**src/rtl/core/tohb_pkg.sv**
```systemverilog
// Shared request, status, state and result types for the time-ordered history buffer.
package tohb_pkg;

    typedef enum logic [2:0] {
        REQ_ADD        = 3'd0,
        REQ_RM_OLDEST  = 3'd1,
        REQ_RM_BEFORE  = 3'd2,
        REQ_RM_NEWEST  = 3'd3,
        REQ_CLEAR      = 3'd4,
        REQ_READ       = 3'd5
    } req_t;

    typedef enum logic [3:0] {
        ST_APPENDED       = 4'd0,
        ST_APPENDED_EVICT = 4'd1,
        ST_REPLACED       = 4'd2,
        ST_INSERTED       = 4'd3,
        ST_INSERTED_EVICT = 4'd4,
        ST_PREPENDED      = 4'd5,
        ST_REFUSED        = 4'd6,
        ST_REMOVED        = 4'd7,
        ST_READ_OK        = 4'd8,
        ST_READ_BAD       = 4'd9
    } status_t;

    typedef enum logic [2:0] {
        S_IDLE,
        S_START,
        S_NEWEST,
        S_SCAN,
        S_SHIFT,
        S_PUT,
        S_PURGE,
        S_DONE
    } ctrl_state_t;

    localparam int TIME_BITS  = 32;
    localparam int OUT_PBITS  = 64;
    localparam int COUNT_BITS = 5;

    typedef struct packed {
        status_t                 status;
        logic [TIME_BITS-1:0]    rtime;
        logic [OUT_PBITS-1:0]    rpayload;
        logic [COUNT_BITS-1:0]   count;
    } res_t;

endpackage

```
**src/rtl/core/tohb_ram.sv**
```systemverilog
// Generic simple dual-port RAM with one write port and a registered read port.
module tohb_ram #(
    parameter int WIDTH = 96,
    parameter int DEPTH = 16
) (
    input  logic                     clk,
    input  logic                     we,
    input  logic [$clog2(DEPTH)-1:0] waddr,
    input  logic [WIDTH-1:0]         wdata,
    input  logic                     re,
    input  logic [$clog2(DEPTH)-1:0] raddr,
    output logic [WIDTH-1:0]         rdata
);

    logic [WIDTH-1:0] mem [DEPTH];

    always_ff @(posedge clk)
    begin
        if (we)
        begin
            mem[waddr] <= wdata;
        end
        if (re)
        begin
            rdata <= mem[raddr];
        end
    end

endmodule

```
**src/rtl/core/tohb_ctrl.sv**
```systemverilog
// Request sequencer: search, shift and window bookkeeping over the entry RAM.
module tohb_ctrl #(
    parameter int DEPTH        = 16,
    parameter int PAYLOAD_BITS = 64,
    parameter int AW           = $clog2(DEPTH),
    parameter int DW           = tohb_pkg::TIME_BITS + PAYLOAD_BITS
) (
    input  logic                           clk,
    input  logic                           rst_n,
    input  logic                           s_valid,
    output logic                           s_ready,
    input  tohb_pkg::req_t                 req_type,
    input  logic [tohb_pkg::TIME_BITS-1:0] time_stamp,
    input  logic [PAYLOAD_BITS-1:0]        payload,
    input  logic [7:0]                     remove_count,
    input  logic [7:0]                     read_index,
    output logic                           res_valid,
    input  logic                           res_ready,
    output tohb_pkg::res_t                 res,
    output logic                           ram_we,
    output logic [AW-1:0]                  ram_waddr,
    output logic [DW-1:0]                  ram_wdata,
    output logic                           ram_re,
    output logic [AW-1:0]                  ram_raddr,
    input  logic [DW-1:0]                  ram_rdata
);

    import tohb_pkg::*;

    localparam int CW = $clog2(DEPTH + 1);
    localparam int XW = (CW > 8) ? CW : 8;

    ctrl_state_t             state_reg, state_next;
    logic [CW-1:0]           count_reg, count_next;
    logic [AW-1:0]           oldest_reg, oldest_next;
    logic [CW-1:0]           pos_reg, pos_next;
    logic [CW-1:0]           ins_reg, ins_next;
    status_t                 status_reg, status_next;
    logic [TIME_BITS-1:0]    rd_time_reg, rd_time_next;
    logic [PAYLOAD_BITS-1:0] rd_pay_reg, rd_pay_next;

    req_t                    rtype_reg;
    logic [TIME_BITS-1:0]    t_reg;
    logic [PAYLOAD_BITS-1:0] p_reg;
    logic [7:0]              n_reg;
    logic [7:0]              idx_reg;

    logic                    full;
    logic                    accept;
    logic [TIME_BITS-1:0]    rd_t;
    logic [PAYLOAD_BITS-1:0] rd_p;

    // Physical slot of a logical position (0 = oldest, DEPTH wraps to the oldest slot).
    function automatic logic [AW-1:0] slot_of(input logic [CW-1:0] pos);
        logic [CW:0] s;
        s = (CW+1)'(oldest_reg) + (CW+1)'(pos);
        if (s >= (CW+1)'(DEPTH))
        begin
            s = s - (CW+1)'(DEPTH);
        end
        return s[AW-1:0];
    endfunction

    // Slot one place before a logical position.
    function automatic logic [AW-1:0] slot_prev(input logic [CW-1:0] pos);
        logic [AW-1:0] s;
        s = slot_of(pos);
        return (s == '0) ? AW'(DEPTH - 1) : s - 1'b1;
    endfunction

    assign full    = (count_reg == CW'(DEPTH));
    assign s_ready = (state_reg == S_IDLE);
    assign accept  = s_valid && s_ready;
    assign rd_t    = ram_rdata[DW-1:PAYLOAD_BITS];
    assign rd_p    = ram_rdata[PAYLOAD_BITS-1:0];

    assign res_valid    = (state_reg == S_DONE);
    assign res.status   = status_reg;
    assign res.rtime    = (status_reg == ST_READ_OK) ? rd_time_reg : '0;
    assign res.rpayload = (status_reg == ST_READ_OK) ? OUT_PBITS'(rd_pay_reg) : '0;
    assign res.count    = COUNT_BITS'(count_reg);

    always_ff @(posedge clk or negedge rst_n)
    begin
        if (!rst_n)
        begin
            state_reg  <= S_IDLE;
            count_reg  <= '0;
            oldest_reg <= '0;
            pos_reg    <= '0;
            ins_reg    <= '0;
            status_reg <= ST_REMOVED;
        end
        else
        begin
            state_reg  <= state_next;
            count_reg  <= count_next;
            oldest_reg <= oldest_next;
            pos_reg    <= pos_next;
            ins_reg    <= ins_next;
            status_reg <= status_next;
        end
    end

    always_ff @(posedge clk)
    begin
        rd_time_reg <= rd_time_next;
        rd_pay_reg  <= rd_pay_next;
        if (accept)
        begin
            rtype_reg <= req_type;
            t_reg     <= time_stamp;
            p_reg     <= payload;
            n_reg     <= remove_count;
            idx_reg   <= read_index;
        end
    end

    always_comb
    begin
        logic [CW-1:0] k;
        logic [CW-1:0] shift_start;

        state_next   = state_reg;
        count_next   = count_reg;
        oldest_next  = oldest_reg;
        pos_next     = pos_reg;
        ins_next     = ins_reg;
        status_next  = status_reg;
        rd_time_next = rd_time_reg;
        rd_pay_next  = rd_pay_reg;
        ram_we       = 1'b0;
        ram_waddr    = slot_of(count_reg);
        ram_wdata    = {t_reg, p_reg};
        ram_re       = 1'b0;
        ram_raddr    = slot_of(pos_reg);

        k = (XW'(n_reg) >= XW'(count_reg)) ? count_reg : CW'(n_reg);
        // A full store evicts the oldest entry instead of moving it back.
        shift_start = full ? CW'(1) : '0;

        case (state_reg)
            S_IDLE:
            begin
                if (accept)
                begin
                    state_next = S_START;
                end
            end

            S_START:
            begin
                state_next  = S_DONE;
                status_next = ST_REMOVED;
                case (rtype_reg)
                    REQ_ADD:
                    begin
                        if (count_reg == '0)
                        begin
                            ram_we      = 1'b1;
                            ram_waddr   = slot_of(count_reg);
                            count_next  = count_reg + 1'b1;
                            status_next = ST_APPENDED;
                        end
                        else
                        begin
                            ram_re     = 1'b1;
                            ram_raddr  = slot_of(count_reg - 1'b1);
                            state_next = S_NEWEST;
                        end
                    end
                    REQ_RM_OLDEST:
                    begin
                        oldest_next = slot_of(k);
                        count_next  = count_reg - k;
                    end
                    REQ_RM_BEFORE:
                    begin
                        if (count_reg != '0)
                        begin
                            ram_re     = 1'b1;
                            ram_raddr  = slot_of('0);
                            state_next = S_PURGE;
                        end
                    end
                    REQ_RM_NEWEST:
                    begin
                        if (count_reg != '0)
                        begin
                            count_next = count_reg - 1'b1;
                        end
                    end
                    REQ_CLEAR:
                    begin
                        count_next  = '0;
                        oldest_next = '0;
                    end
                    REQ_READ:
                    begin
                        if (XW'(idx_reg) < XW'(count_reg))
                        begin
                            ram_re      = 1'b1;
                            ram_raddr   = slot_of(CW'(idx_reg));
                            status_next = ST_READ_OK;
                            state_next  = S_NEWEST;
                        end
                        else
                        begin
                            status_next = ST_READ_BAD;
                        end
                    end
                    default:
                    begin
                        status_next = ST_READ_BAD;
                    end
                endcase
            end

            S_NEWEST:
            begin
                if (rtype_reg == REQ_READ)
                begin
                    rd_time_next = rd_t;
                    rd_pay_next  = rd_p;
                    state_next   = S_DONE;
                end
                else if (t_reg > rd_t)
                begin
                    // Later than the newest: append, advance the window when full.
                    ram_we     = 1'b1;
                    ram_waddr  = slot_of(count_reg);
                    state_next = S_DONE;
                    if (full)
                    begin
                        oldest_next = slot_of(CW'(1));
                        status_next = ST_APPENDED_EVICT;
                    end
                    else
                    begin
                        count_next  = count_reg + 1'b1;
                        status_next = ST_APPENDED;
                    end
                end
                else
                begin
                    ram_re     = 1'b1;
                    ram_raddr  = slot_of('0);
                    pos_next   = '0;
                    state_next = S_SCAN;
                end
            end

            S_SCAN:
            begin
                if (rd_t == t_reg)
                begin
                    ram_we      = 1'b1;
                    ram_waddr   = slot_of(pos_reg);
                    status_next = ST_REPLACED;
                    state_next  = S_DONE;
                end
                else if (t_reg < rd_t)
                begin
                    ins_next = pos_reg;
                    if (pos_reg == '0)
                    begin
                        state_next = S_DONE;
                        if (full)
                        begin
                            status_next = ST_REFUSED;
                        end
                        else
                        begin
                            ram_we      = 1'b1;
                            ram_waddr   = slot_prev('0);
                            oldest_next = slot_prev('0);
                            count_next  = count_reg + 1'b1;
                            status_next = ST_PREPENDED;
                        end
                    end
                    else if (shift_start < pos_reg)
                    begin
                        ram_re     = 1'b1;
                        ram_raddr  = slot_of(shift_start);
                        pos_next   = shift_start;
                        state_next = S_SHIFT;
                    end
                    else
                    begin
                        state_next = S_PUT;
                    end
                end
                else
                begin
                    // Read ahead so that one entry is compared every cycle.
                    ram_re    = 1'b1;
                    ram_raddr = slot_of(pos_reg + 1'b1);
                    pos_next  = pos_reg + 1'b1;
                end
            end

            S_SHIFT:
            begin
                ram_we    = 1'b1;
                ram_waddr = slot_prev(pos_reg);
                ram_wdata = ram_rdata;
                if ((pos_reg + 1'b1) < ins_reg)
                begin
                    ram_re    = 1'b1;
                    ram_raddr = slot_of(pos_reg + 1'b1);
                    pos_next  = pos_reg + 1'b1;
                end
                else
                begin
                    state_next = S_PUT;
                end
            end

            S_PUT:
            begin
                ram_we     = 1'b1;
                ram_waddr  = slot_prev(ins_reg);
                state_next = S_DONE;
                if (full)
                begin
                    status_next = ST_INSERTED_EVICT;
                end
                else
                begin
                    oldest_next = slot_prev('0);
                    count_next  = count_reg + 1'b1;
                    status_next = ST_INSERTED;
                end
            end

            S_PURGE:
            begin
                if (rd_t < t_reg)
                begin
                    oldest_next = slot_of(CW'(1));
                    count_next  = count_reg - 1'b1;
                    if (count_reg > CW'(1))
                    begin
                        ram_re    = 1'b1;
                        ram_raddr = slot_of(CW'(1));
                    end
                    else
                    begin
                        state_next = S_DONE;
                    end
                end
                else
                begin
                    state_next = S_DONE;
                end
            end

            S_DONE:
            begin
                if (res_ready)
                begin
                    state_next = S_IDLE;
                end
            end

            default:
            begin
                state_next = S_IDLE;
            end
        endcase
    end

endmodule

```
**src/rtl/core/time_ordered_history_buffer.sv**
```systemverilog
// Top level of the time-ordered history buffer: stream ports, entry RAM and result register.
//
// Requests arrive on the s_ group; the kind of request (add, remove oldest n,
// remove before time, remove newest, clear, read) travels in s_tuser, the
// operands in s_tdata. Every request gives exactly one result on the m_ group:
// the status code in m_tuser, the entry read and the count after the request
// in m_tdata. Requests are handled one at a time.
// Clear, remove oldest n, remove newest and an out-of-range read do not use the
// RAM read port; a valid read reads one entry. An add into an empty store writes
// at once; otherwise it reads the newest entry, appends after it when later, and
// else searches and moves entries, where every search step and every move is one
// access of the entry RAM's read port. Remove before time reads the entries from
// the oldest on, one RAM read per entry examined.
// Reset empties the store at once; the RAM contents are not cleared and are
// never read before being written. A result waits in the output register while
// m_tready is low; the next request is still accepted and worked on, and its
// result waits inside the sequencer until the register frees up.
module time_ordered_history_buffer #(
    parameter int DEPTH        = 16,
    parameter int PAYLOAD_BITS = 64
) (
    input  logic         clk,
    input  logic         rst_n,
    input  logic         s_tvalid,
    output logic         s_tready,
    input  logic [111:0] s_tdata,   // time_stamp, payload, remove_count, read_index
    input  logic [2:0]   s_tuser,   // req_type
    output logic         m_tvalid,
    input  logic         m_tready,
    output logic [103:0] m_tdata,   // read_time, read_payload, entry_count, zero fill
    output logic [3:0]   m_tuser    // status
);

    import tohb_pkg::*;

    localparam int AW = $clog2(DEPTH);
    localparam int DW = TIME_BITS + PAYLOAD_BITS;

    logic          res_valid;
    logic          res_ready;
    res_t          res;
    logic          ram_we;
    logic [AW-1:0] ram_waddr;
    logic [DW-1:0] ram_wdata;
    logic          ram_re;
    logic [AW-1:0] ram_raddr;
    logic [DW-1:0] ram_rdata;
    logic          out_valid_reg, out_valid_next;
    res_t          out_reg;

    tohb_ctrl #(
        .DEPTH        (DEPTH),
        .PAYLOAD_BITS (PAYLOAD_BITS)
    ) u_ctrl (
        .clk          (clk),
        .rst_n        (rst_n),
        .s_valid      (s_tvalid),
        .s_ready      (s_tready),
        .req_type     (req_t'(s_tuser)),
        .time_stamp   (s_tdata[31:0]),
        .payload      (s_tdata[32 +: PAYLOAD_BITS]),
        .remove_count (s_tdata[103:96]),
        .read_index   (s_tdata[111:104]),
        .res_valid    (res_valid),
        .res_ready    (res_ready),
        .res          (res),
        .ram_we       (ram_we),
        .ram_waddr    (ram_waddr),
        .ram_wdata    (ram_wdata),
        .ram_re       (ram_re),
        .ram_raddr    (ram_raddr),
        .ram_rdata    (ram_rdata)
    );

    tohb_ram #(
        .WIDTH (DW),
        .DEPTH (DEPTH)
    ) u_ram (
        .clk   (clk),
        .we    (ram_we),
        .waddr (ram_waddr),
        .wdata (ram_wdata),
        .re    (ram_re),
        .raddr (ram_raddr),
        .rdata (ram_rdata)
    );

    // Load a new result when the register is empty or being drained.
    assign res_ready = !out_valid_reg || m_tready;

    always_comb
    begin
        out_valid_next = out_valid_reg;
        if (res_valid && res_ready)
        begin
            out_valid_next = 1'b1;
        end
        else if (m_tready)
        begin
            out_valid_next = 1'b0;
        end
    end

    always_ff @(posedge clk or negedge rst_n)
    begin
        if (!rst_n)
        begin
            out_valid_reg <= 1'b0;
        end
        else
        begin
            out_valid_reg <= out_valid_next;
        end
    end

    always_ff @(posedge clk)
    begin
        if (res_valid && res_ready)
        begin
            out_reg <= res;
        end
    end

    assign m_tvalid = out_valid_reg;
    assign m_tuser  = out_reg.status;
    assign m_tdata  = {3'b000, out_reg.count, out_reg.rpayload, out_reg.rtime};

    a_read_fields_zero: assert property (@(posedge clk) disable iff (!rst_n)
        out_valid_reg && (out_reg.status != ST_READ_OK)
        |-> (out_reg.rtime == '0) && (out_reg.rpayload == '0))
        else $error("entry fields not zero on a non-read result");

    a_one_at_a_time: assert property (@(posedge clk) disable iff (!rst_n)
        s_tvalid && s_tready |=> !s_tready)
        else $error("request accepted while another is in progress");

    a_no_accept_with_pending: assert property (@(posedge clk) disable iff (!rst_n)
        s_tready |-> !res_valid)
        else $error("ready while a result is still pending in the sequencer");

endmodule

```
**config.mk**
```make
export PLATFORM = sky130hd
export DESIGN_NAME = time_ordered_history_buffer
export DESIGN_NICKNAME = d
export VERILOG_FILES = /design/src/rtl/core/tohb_pkg.sv /design/src/rtl/core/tohb_ram.sv /design/src/rtl/core/tohb_ctrl.sv /design/src/rtl/core/time_ordered_history_buffer.sv
export SDC_FILE = /design/constraint.sdc
export NUM_CORES = 2
export LEC_CHECK = 0
export BUFFER_PORTS_ARGS = -buffer_cell sky130_fd_sc_hd__buf_4
export CAP_MARGIN = 0
export CORE_MARGIN = 3
export CORE_UTILIZATION = 65
export DETAILED_ROUTE_END_ITERATION = 10
export GPL_ROUTABILITY_DRIVEN = 0
export MAX_ROUTING_LAYER = met4
export PLACE_DENSITY_LB_ADDON = 0.15
export SYNTH_ARGS = -nofsm -noshare
export SYNTH_HDL_FRONTEND = slang
export SYNTH_SLANG_ARGS = --single-unit
```
**constraint.sdc**
```tcl
create_clock -name clk -period 16.3 [get_ports clk]
set_input_delay 0 -clock clk [delete_from_list [all_inputs] [get_ports clk]]
set_output_delay 0 -clock clk [all_outputs]
set_load 0.01 [all_outputs]
```
# Word level (Yosys, flattened, before mapping)
# Memory sizes are Yosys's and may differ from the RTL's. A register that Yosys moved wholly into a read port is not among the register bits.
# Cells that the tools add are included.
[totals]
ff_bits = 343
mem_bits_rw = 1536
in_bits = 119
out_inout_bits = 110
memories = 1
[classes]
n_addsub = 27
magnitude_cmp = 18
n_eq_ne = 38
mux = 129
bitwise = 1
n_reduce_logical = 26
[mem_list]
columns = ["memory", "depth", "width", "rd", "rd_clocked_by_memory_dff", "write_ports", "line_no", "source"]
rows = [
  ["u_ram.mem", 16, 96, 1, 1, 1, "tohb_ram.sv:15", "logic [WIDTH-1:0] mem [DEPTH];"],
]
[ops]
columns = ["operator", "count"]
rows = [
  ["2-to-1 mux 4 bit", 52],
  ["2-to-1 mux 96 bit", 1],
  ["2-to-1 mux 5 bit", 17],
  ["< comparator 32 bit", 2],
  ["subtractor 4 x 1 -> 4 bit, second input constant", 14],
  [">= comparator 6 x 5 -> 1 bit, second input constant", 8],
  ["adder 4 x 5 -> 6 bit", 7],
  ["2-to-1 mux 3 bit", 14],
  ["case mux 4 bit (5 select lines)", 2],
  ["case mux 4 bit (3 select lines)", 3],
  ["== test 32 bit", 1],
  ["> comparator 32 bit", 1],
  ["2-to-1 mux 1 bit", 29],
  ["case mux 5 bit (5 select lines)", 1],
  ["case mux 3 bit (8 select lines)", 1],
  ["case mux 5 bit (4 select lines)", 1],
  ["== test 3 bit, second input constant", 6],
  ["zero test 4 bit", 4],
  ["case mux 4 bit (4 select lines)", 1],
  ["case mux 5 bit (3 select lines)", 1],
  ["!= test 2 x 1 -> 1 bit, second input constant", 7],
  ["!= test 2 bit, second input constant", 7],
  ["== test 3 x 2 -> 1 bit, second input constant", 4],
  ["!= test 3 bit, second input constant", 4],
  ["41 further kinds", 51],
]

# Longest topological paths before layout
[logic_depth]
ltp_word = 14
ltp_mapped = 20
depth_no_buf = 20

# By module
# A second synthesis with hierarchy kept.
[unflattened]
hier_cells = 3866
area_unflattened_um2 = 76837.4
[modules_own_cells]
columns = ["module", "n_inst", "cells_per_inst", "area_per_inst_um2"]
rows = [
  ["tohb_ram", 1, 2460, 60315.3],
  ["tohb_ctrl", 1, 1293, 13289.0],
  ["time_ordered_history_buffer", 1, 113, 3233.1],
]

# Worst setup path after synthesis
# Ideal clock, no wire load.
[synth_timing]
path_type = "register to register"
start = "register u_ram.rdata[77], read port of u_ram.mem"
end = "memory u_ram.mem[0][0] (enable)"
arrival_ns = 9.378
slack_ns = 6.253
stages_incl_launch_ff = 13
path_buffers = 1
period_less_slack_ns = 10.047
path_cell_list = "edfxtp_1 ha_1 a21o_1 a21o_1 a221o_1 o31a_1 nor2_4 clkbuf_1 nand2_1 o211ai_1 o21ai_0 or2_2 nor3_1"
[synth_between]
elab_chain_len = 6
elab_cells_between_ends = 13
[synth_lines]
columns = ["element", "line_no", "source"]
rows = [
  ["start, declared", "tohb_ram.sv:12", "output logic [WIDTH-1:0] rdata"],
  ["< comparator 32 bit / > comparator 32 bit (equally long branches)", "tohb_ctrl.sv:262, tohb_ctrl.sv:227", ""],
  ["2-to-1 mux 1 bit, on equally long branches", "tohb_ctrl.sv:262, tohb_ctrl.sv:227", ""],
  ["2-to-1 mux 1 bit, on equally long branches", "tohb_ctrl.sv:255, tohb_ctrl.sv:221", ""],
  ["case mux 1 bit (4 select lines)", "tohb_ctrl.sv:142", "case (state_reg)"],
  ["2-to-1 mux 1 bit", "tohb_ram.sv:19", "if (we)"],
  ["2-to-1 mux 1 bit (not written as such)", "tohb_ram.sv:21", "mem[waddr] <= wdata;"],
  ["end, declared", "tohb_ram.sv:15", ""],
]
# Parallel ways exist; a longest one is shown, timed or not.

# Final worst setup path
[layout_timing]
start = "register u_ram.rdata[68], read port of u_ram.mem"
end = "memory u_ram.mem[11][39] (enable)"
# Same word-level chain as after synthesis.

==> metrics.md <==
| Metric | Value |
|---|---|
| Outcome | complete, no violations |
| Worst-skew pair later-pin latency | 790 ps |
| Via count | 40100 |
| Rel. slew slack | ~19% |
| Max Fclk | 138 MHz |
| Post-synth top area cell | edfxtp_1 |
| Routed met2 length | just under 90000 um |
| Cts bufs inserted | 188 |
| Critical R2R Capture | u_ram.mem[11][39]$_DFFE_PP_ |
| Crit-path slowest cell | buf_4 |
| Initial antenna violation count | 4 |
| WL/cell | 28.9 um |
| Highest routed metal layer | met4 |
| Hold Path Sink | m_tvalid$_DFFE_PN0P_ |
| Worst Hold Class | in2reg |
| Fin cells | 6197 |
| Fillers | 6542 |
| Pre-antenna DRT Iters | 9 |
| Area of the multi-input gates | 18300 um^2 |
| Seq. cell area | 59200 um^2 |
| Synth top area cells | edfxtp_1 74%, mux4_2 6.5%, mux4_1 5.2%, mux2i_1 3.8%, nand2_1 1.3% |
| Gr ovfl total | 0 |
| Setup-failing EPs final | 0 |
| Placed cell area | 82200 um^2 |
| CORE AREA | between 100000 and 150000 um^2 |
| DRC Markers | 0 |
| Most instantiated cells after synthesis | 1948 x edfxtp_1, 298 x mux2i_1, 283 x nand2_1 |
| Final worst-path cycle share | 44.6% |
| Number of cell rows | 127 |
| RR Startpoint | u_ram.rdata[68]$_DFFE_PP_ |
| Fraction of registers with async set/reset | under 10% |
| Final core utilization | 75.3% |
| Yosys cell types | 80 |
| RSZ-0062 raised after global routing | no |
| Clk_skew | 23.9 ps |
| Number of global-route vias before repair | just over 40000 |
| Cells after DPL | 5613 |
| Slowest stage delay, CP | 920 ps |
| Share of cells above drive strength 1 | 18.6% |
| Reg-to-reg slack, setup | 9030 ps |
| Cell Area, Synth | slightly below 80000 um^2 |
| R2r worst-path depth | 14 |
| CP Class | reg2reg |
| Die area | 126000 um^2 |
| Die height | between 300 and 400 um |
| Post-synthesis register bit count | 1975 |
| Max_cap viols | 0 |
| Mapped Cells | 3862 |
| Die Wd | 355 um |
| Top cell type's share of synthesized area | 74.0% |
| Crit path max fanout | 48 |
| Crit. End Element | register |
| # nets final | 4633 |
| H-tree lvl count | 4 |
| Ports | ~230 |
| Hold path depth | 4 |
| Largest net degree at the start of global routing | approximately 120 |
| Via/cell ratio | around 6.5 |
| Worst Tran Pin Value | 1200 ps |
| CP Cell Sequence | ha_1 -> nand4_1 -> nor3_1 -> a21boi_1 -> o31ai_4 -> a211oi_1 -> buf_4 -> a31oi_1 -> o22a_1 -> o21ai_1 -> nand2_1 -> nor2_4 -> buf_4 -> buf_4 |
| CTS max path bufs | 3 |
| Worst Path Required | 16700 ps |
| Hpwl dp | 87900 um |
| Top cell by count, worst path | buf_4 |
| DRT iter0 DRCs | 4923 |
| CTS tree | done |
| Initial Utilization | between 60% and 70% |
| Ys flop type | edfxtp_1 |
| Clk sink count | just under 2000 |
| Largest register FFs | 1536 |
| Setup TNS | 0 ps |
| Mean Syn Cell Area | between 20 and 25 um^2 |
| Number of port buffers | 225 |
| Fin crit period | slightly above 7000 ps |
| YS warnings | 0 |
| Kind of start point of the critical path | register |
| EDFF count, synth | between 1500 and 2000 |
| Final Hold Fails | 0 |
| Routed Antenna Nets | 0 |
| Global-route wire length before repair | 267000 um |
| Hold wc startpoint | m_tready |
| Met1 wire length | 70200 um |
| Root buffer cell | clkbuf_16 |
| Gr usage total | roughly 30% |
| Arrival time at the worst endpoint | 7670 ps |
| Final WL | 179000 um |
| Biggest register | u_ram.mem |
| Met3 wire len | 15600 um |
| Cell area after layout | just over 90000 um^2 |
| Post-synthesis sequential area ratio | 74.9% |
| Clock transition at path regs | 60 ps |
| Slew Limit Fails | 0 |
| Postcts setup bufs | 0 |
| Most frequent cell after synthesis | edfxtp_1 |
| Area growth, synth to finish | 14.6% |
[timing repair]
action | CTS | global route
gates resized for setup | 0 | 0
hold buffers | 234 | 0
hold endpoints to repair | 178 | 0
setup endpoints to repair | 0 | 0
[cells by family (layout without fill, tap and decap cells)]
kind of cell / count (synthesis) / count (layout) / share of synthesized area [%]
adders and majority gates: 90 / 90 / 1.50
other: 1 / 7 / 0.00474
and+or+nand+nor: 537 / 537 / 3.14
buffers and inverters: 254 / 971 / 2.27
DFF: 1975 / 1975 / 74.9
xor gates and xnor gates: 38 / 38 / 0.421
AOI/OAI and AO/OA: 277 / 277 / 2.24
muxes: 690 / 690 / 15.6
[layout make-up]
| type | count | area share (%) |
|---|---|---|
| flip-flops and latches | 1975 | 65.3 |
| repair buffers | 554 | 5.36 |
| multi-input cells | 1635 | 20.2 |
| clock buffers | 230 | 5.46 |
| diodes | 4 | 0.0111 |
| well taps | 1612 | 2.23 |
| inverters | 71 | 0.297 |
| clock inverters | 116 | 1.16 |
[per-layer routing]
metal,GRT usage [%],vias to the layer above
met1,42.4,20600
met2,46.9,2198
li1,-,16900
met4,7.91,0
met5,-,-
met3,4.27,338
[how the worst max path moves through the flow]
stage | start | endpoint | slack (ps) | cells past startpoint
finish | u_ram.rdata[68]$_DFFE_PP_ | u_ram.mem[11][39]$_DFFE_PP_ | 9030 | 14
global route | u_ctrl.count_reg[1]$_DFFE_PN0P_ | u_ram.rdata[23]$_DFFE_PP_ | 8730 | 15
CTS | u_ram.rdata[68]$_DFFE_PP_ | u_ram.mem[11][58]$_DFFE_PP_ | 8970 | 14
detailed placement | u_ram.rdata[68]$_DFFE_PP_ | u_ram.mem[11][38]$_DFFE_PP_ | 9030 | 14
global placement | u_ram.rdata[69]$_DFFE_PP_ | u_ram.mem[11][38]$_DFFE_PP_ | 9220 | 14
floorplan | u_ram.rdata[77]$_DFFE_PP_ | u_ram.mem[0][0]$_DFFE_PP_ | 6250 | 12
[cell usage in the layout, fill, tap and decap left out, types with 38 or more instances in the layout]
cell	n
a21oi_1	71
and2_1	100
buf_4	312
clkbuf_1	38
clkbuf_16	192
clkinv_1	56
dlygate4sd3_1	233
edfxtp_1	1948
ha_1	81
inv_1	69
mux2i_1	298
mux4_1	157
mux4_2	227
nand2_1	282
nor2_1	48
o21ai_0	80
[through the flow]
stage	hold slack, ps	setup WS [ps]
3_5_place_dp	-47.9	9030
4_1_cts	21.8	8970
5_1_grt	71.3	8730
6_report	81.5	9030
2_1_floorplan	-296	6250
3_3_place_gp	-52.1	9220
[critical path: cells and delay by family, from the launching register on]
family	cells	cell delay, ps
simple gates	4	2190
compound gates	6	2040
buf+inv	3	1820
flops	1	440
fa+ha+maj	1	320
Power is not shown: default switching activity piles up to over one toggle a cycle in this logic, so the estimate is an artifact.
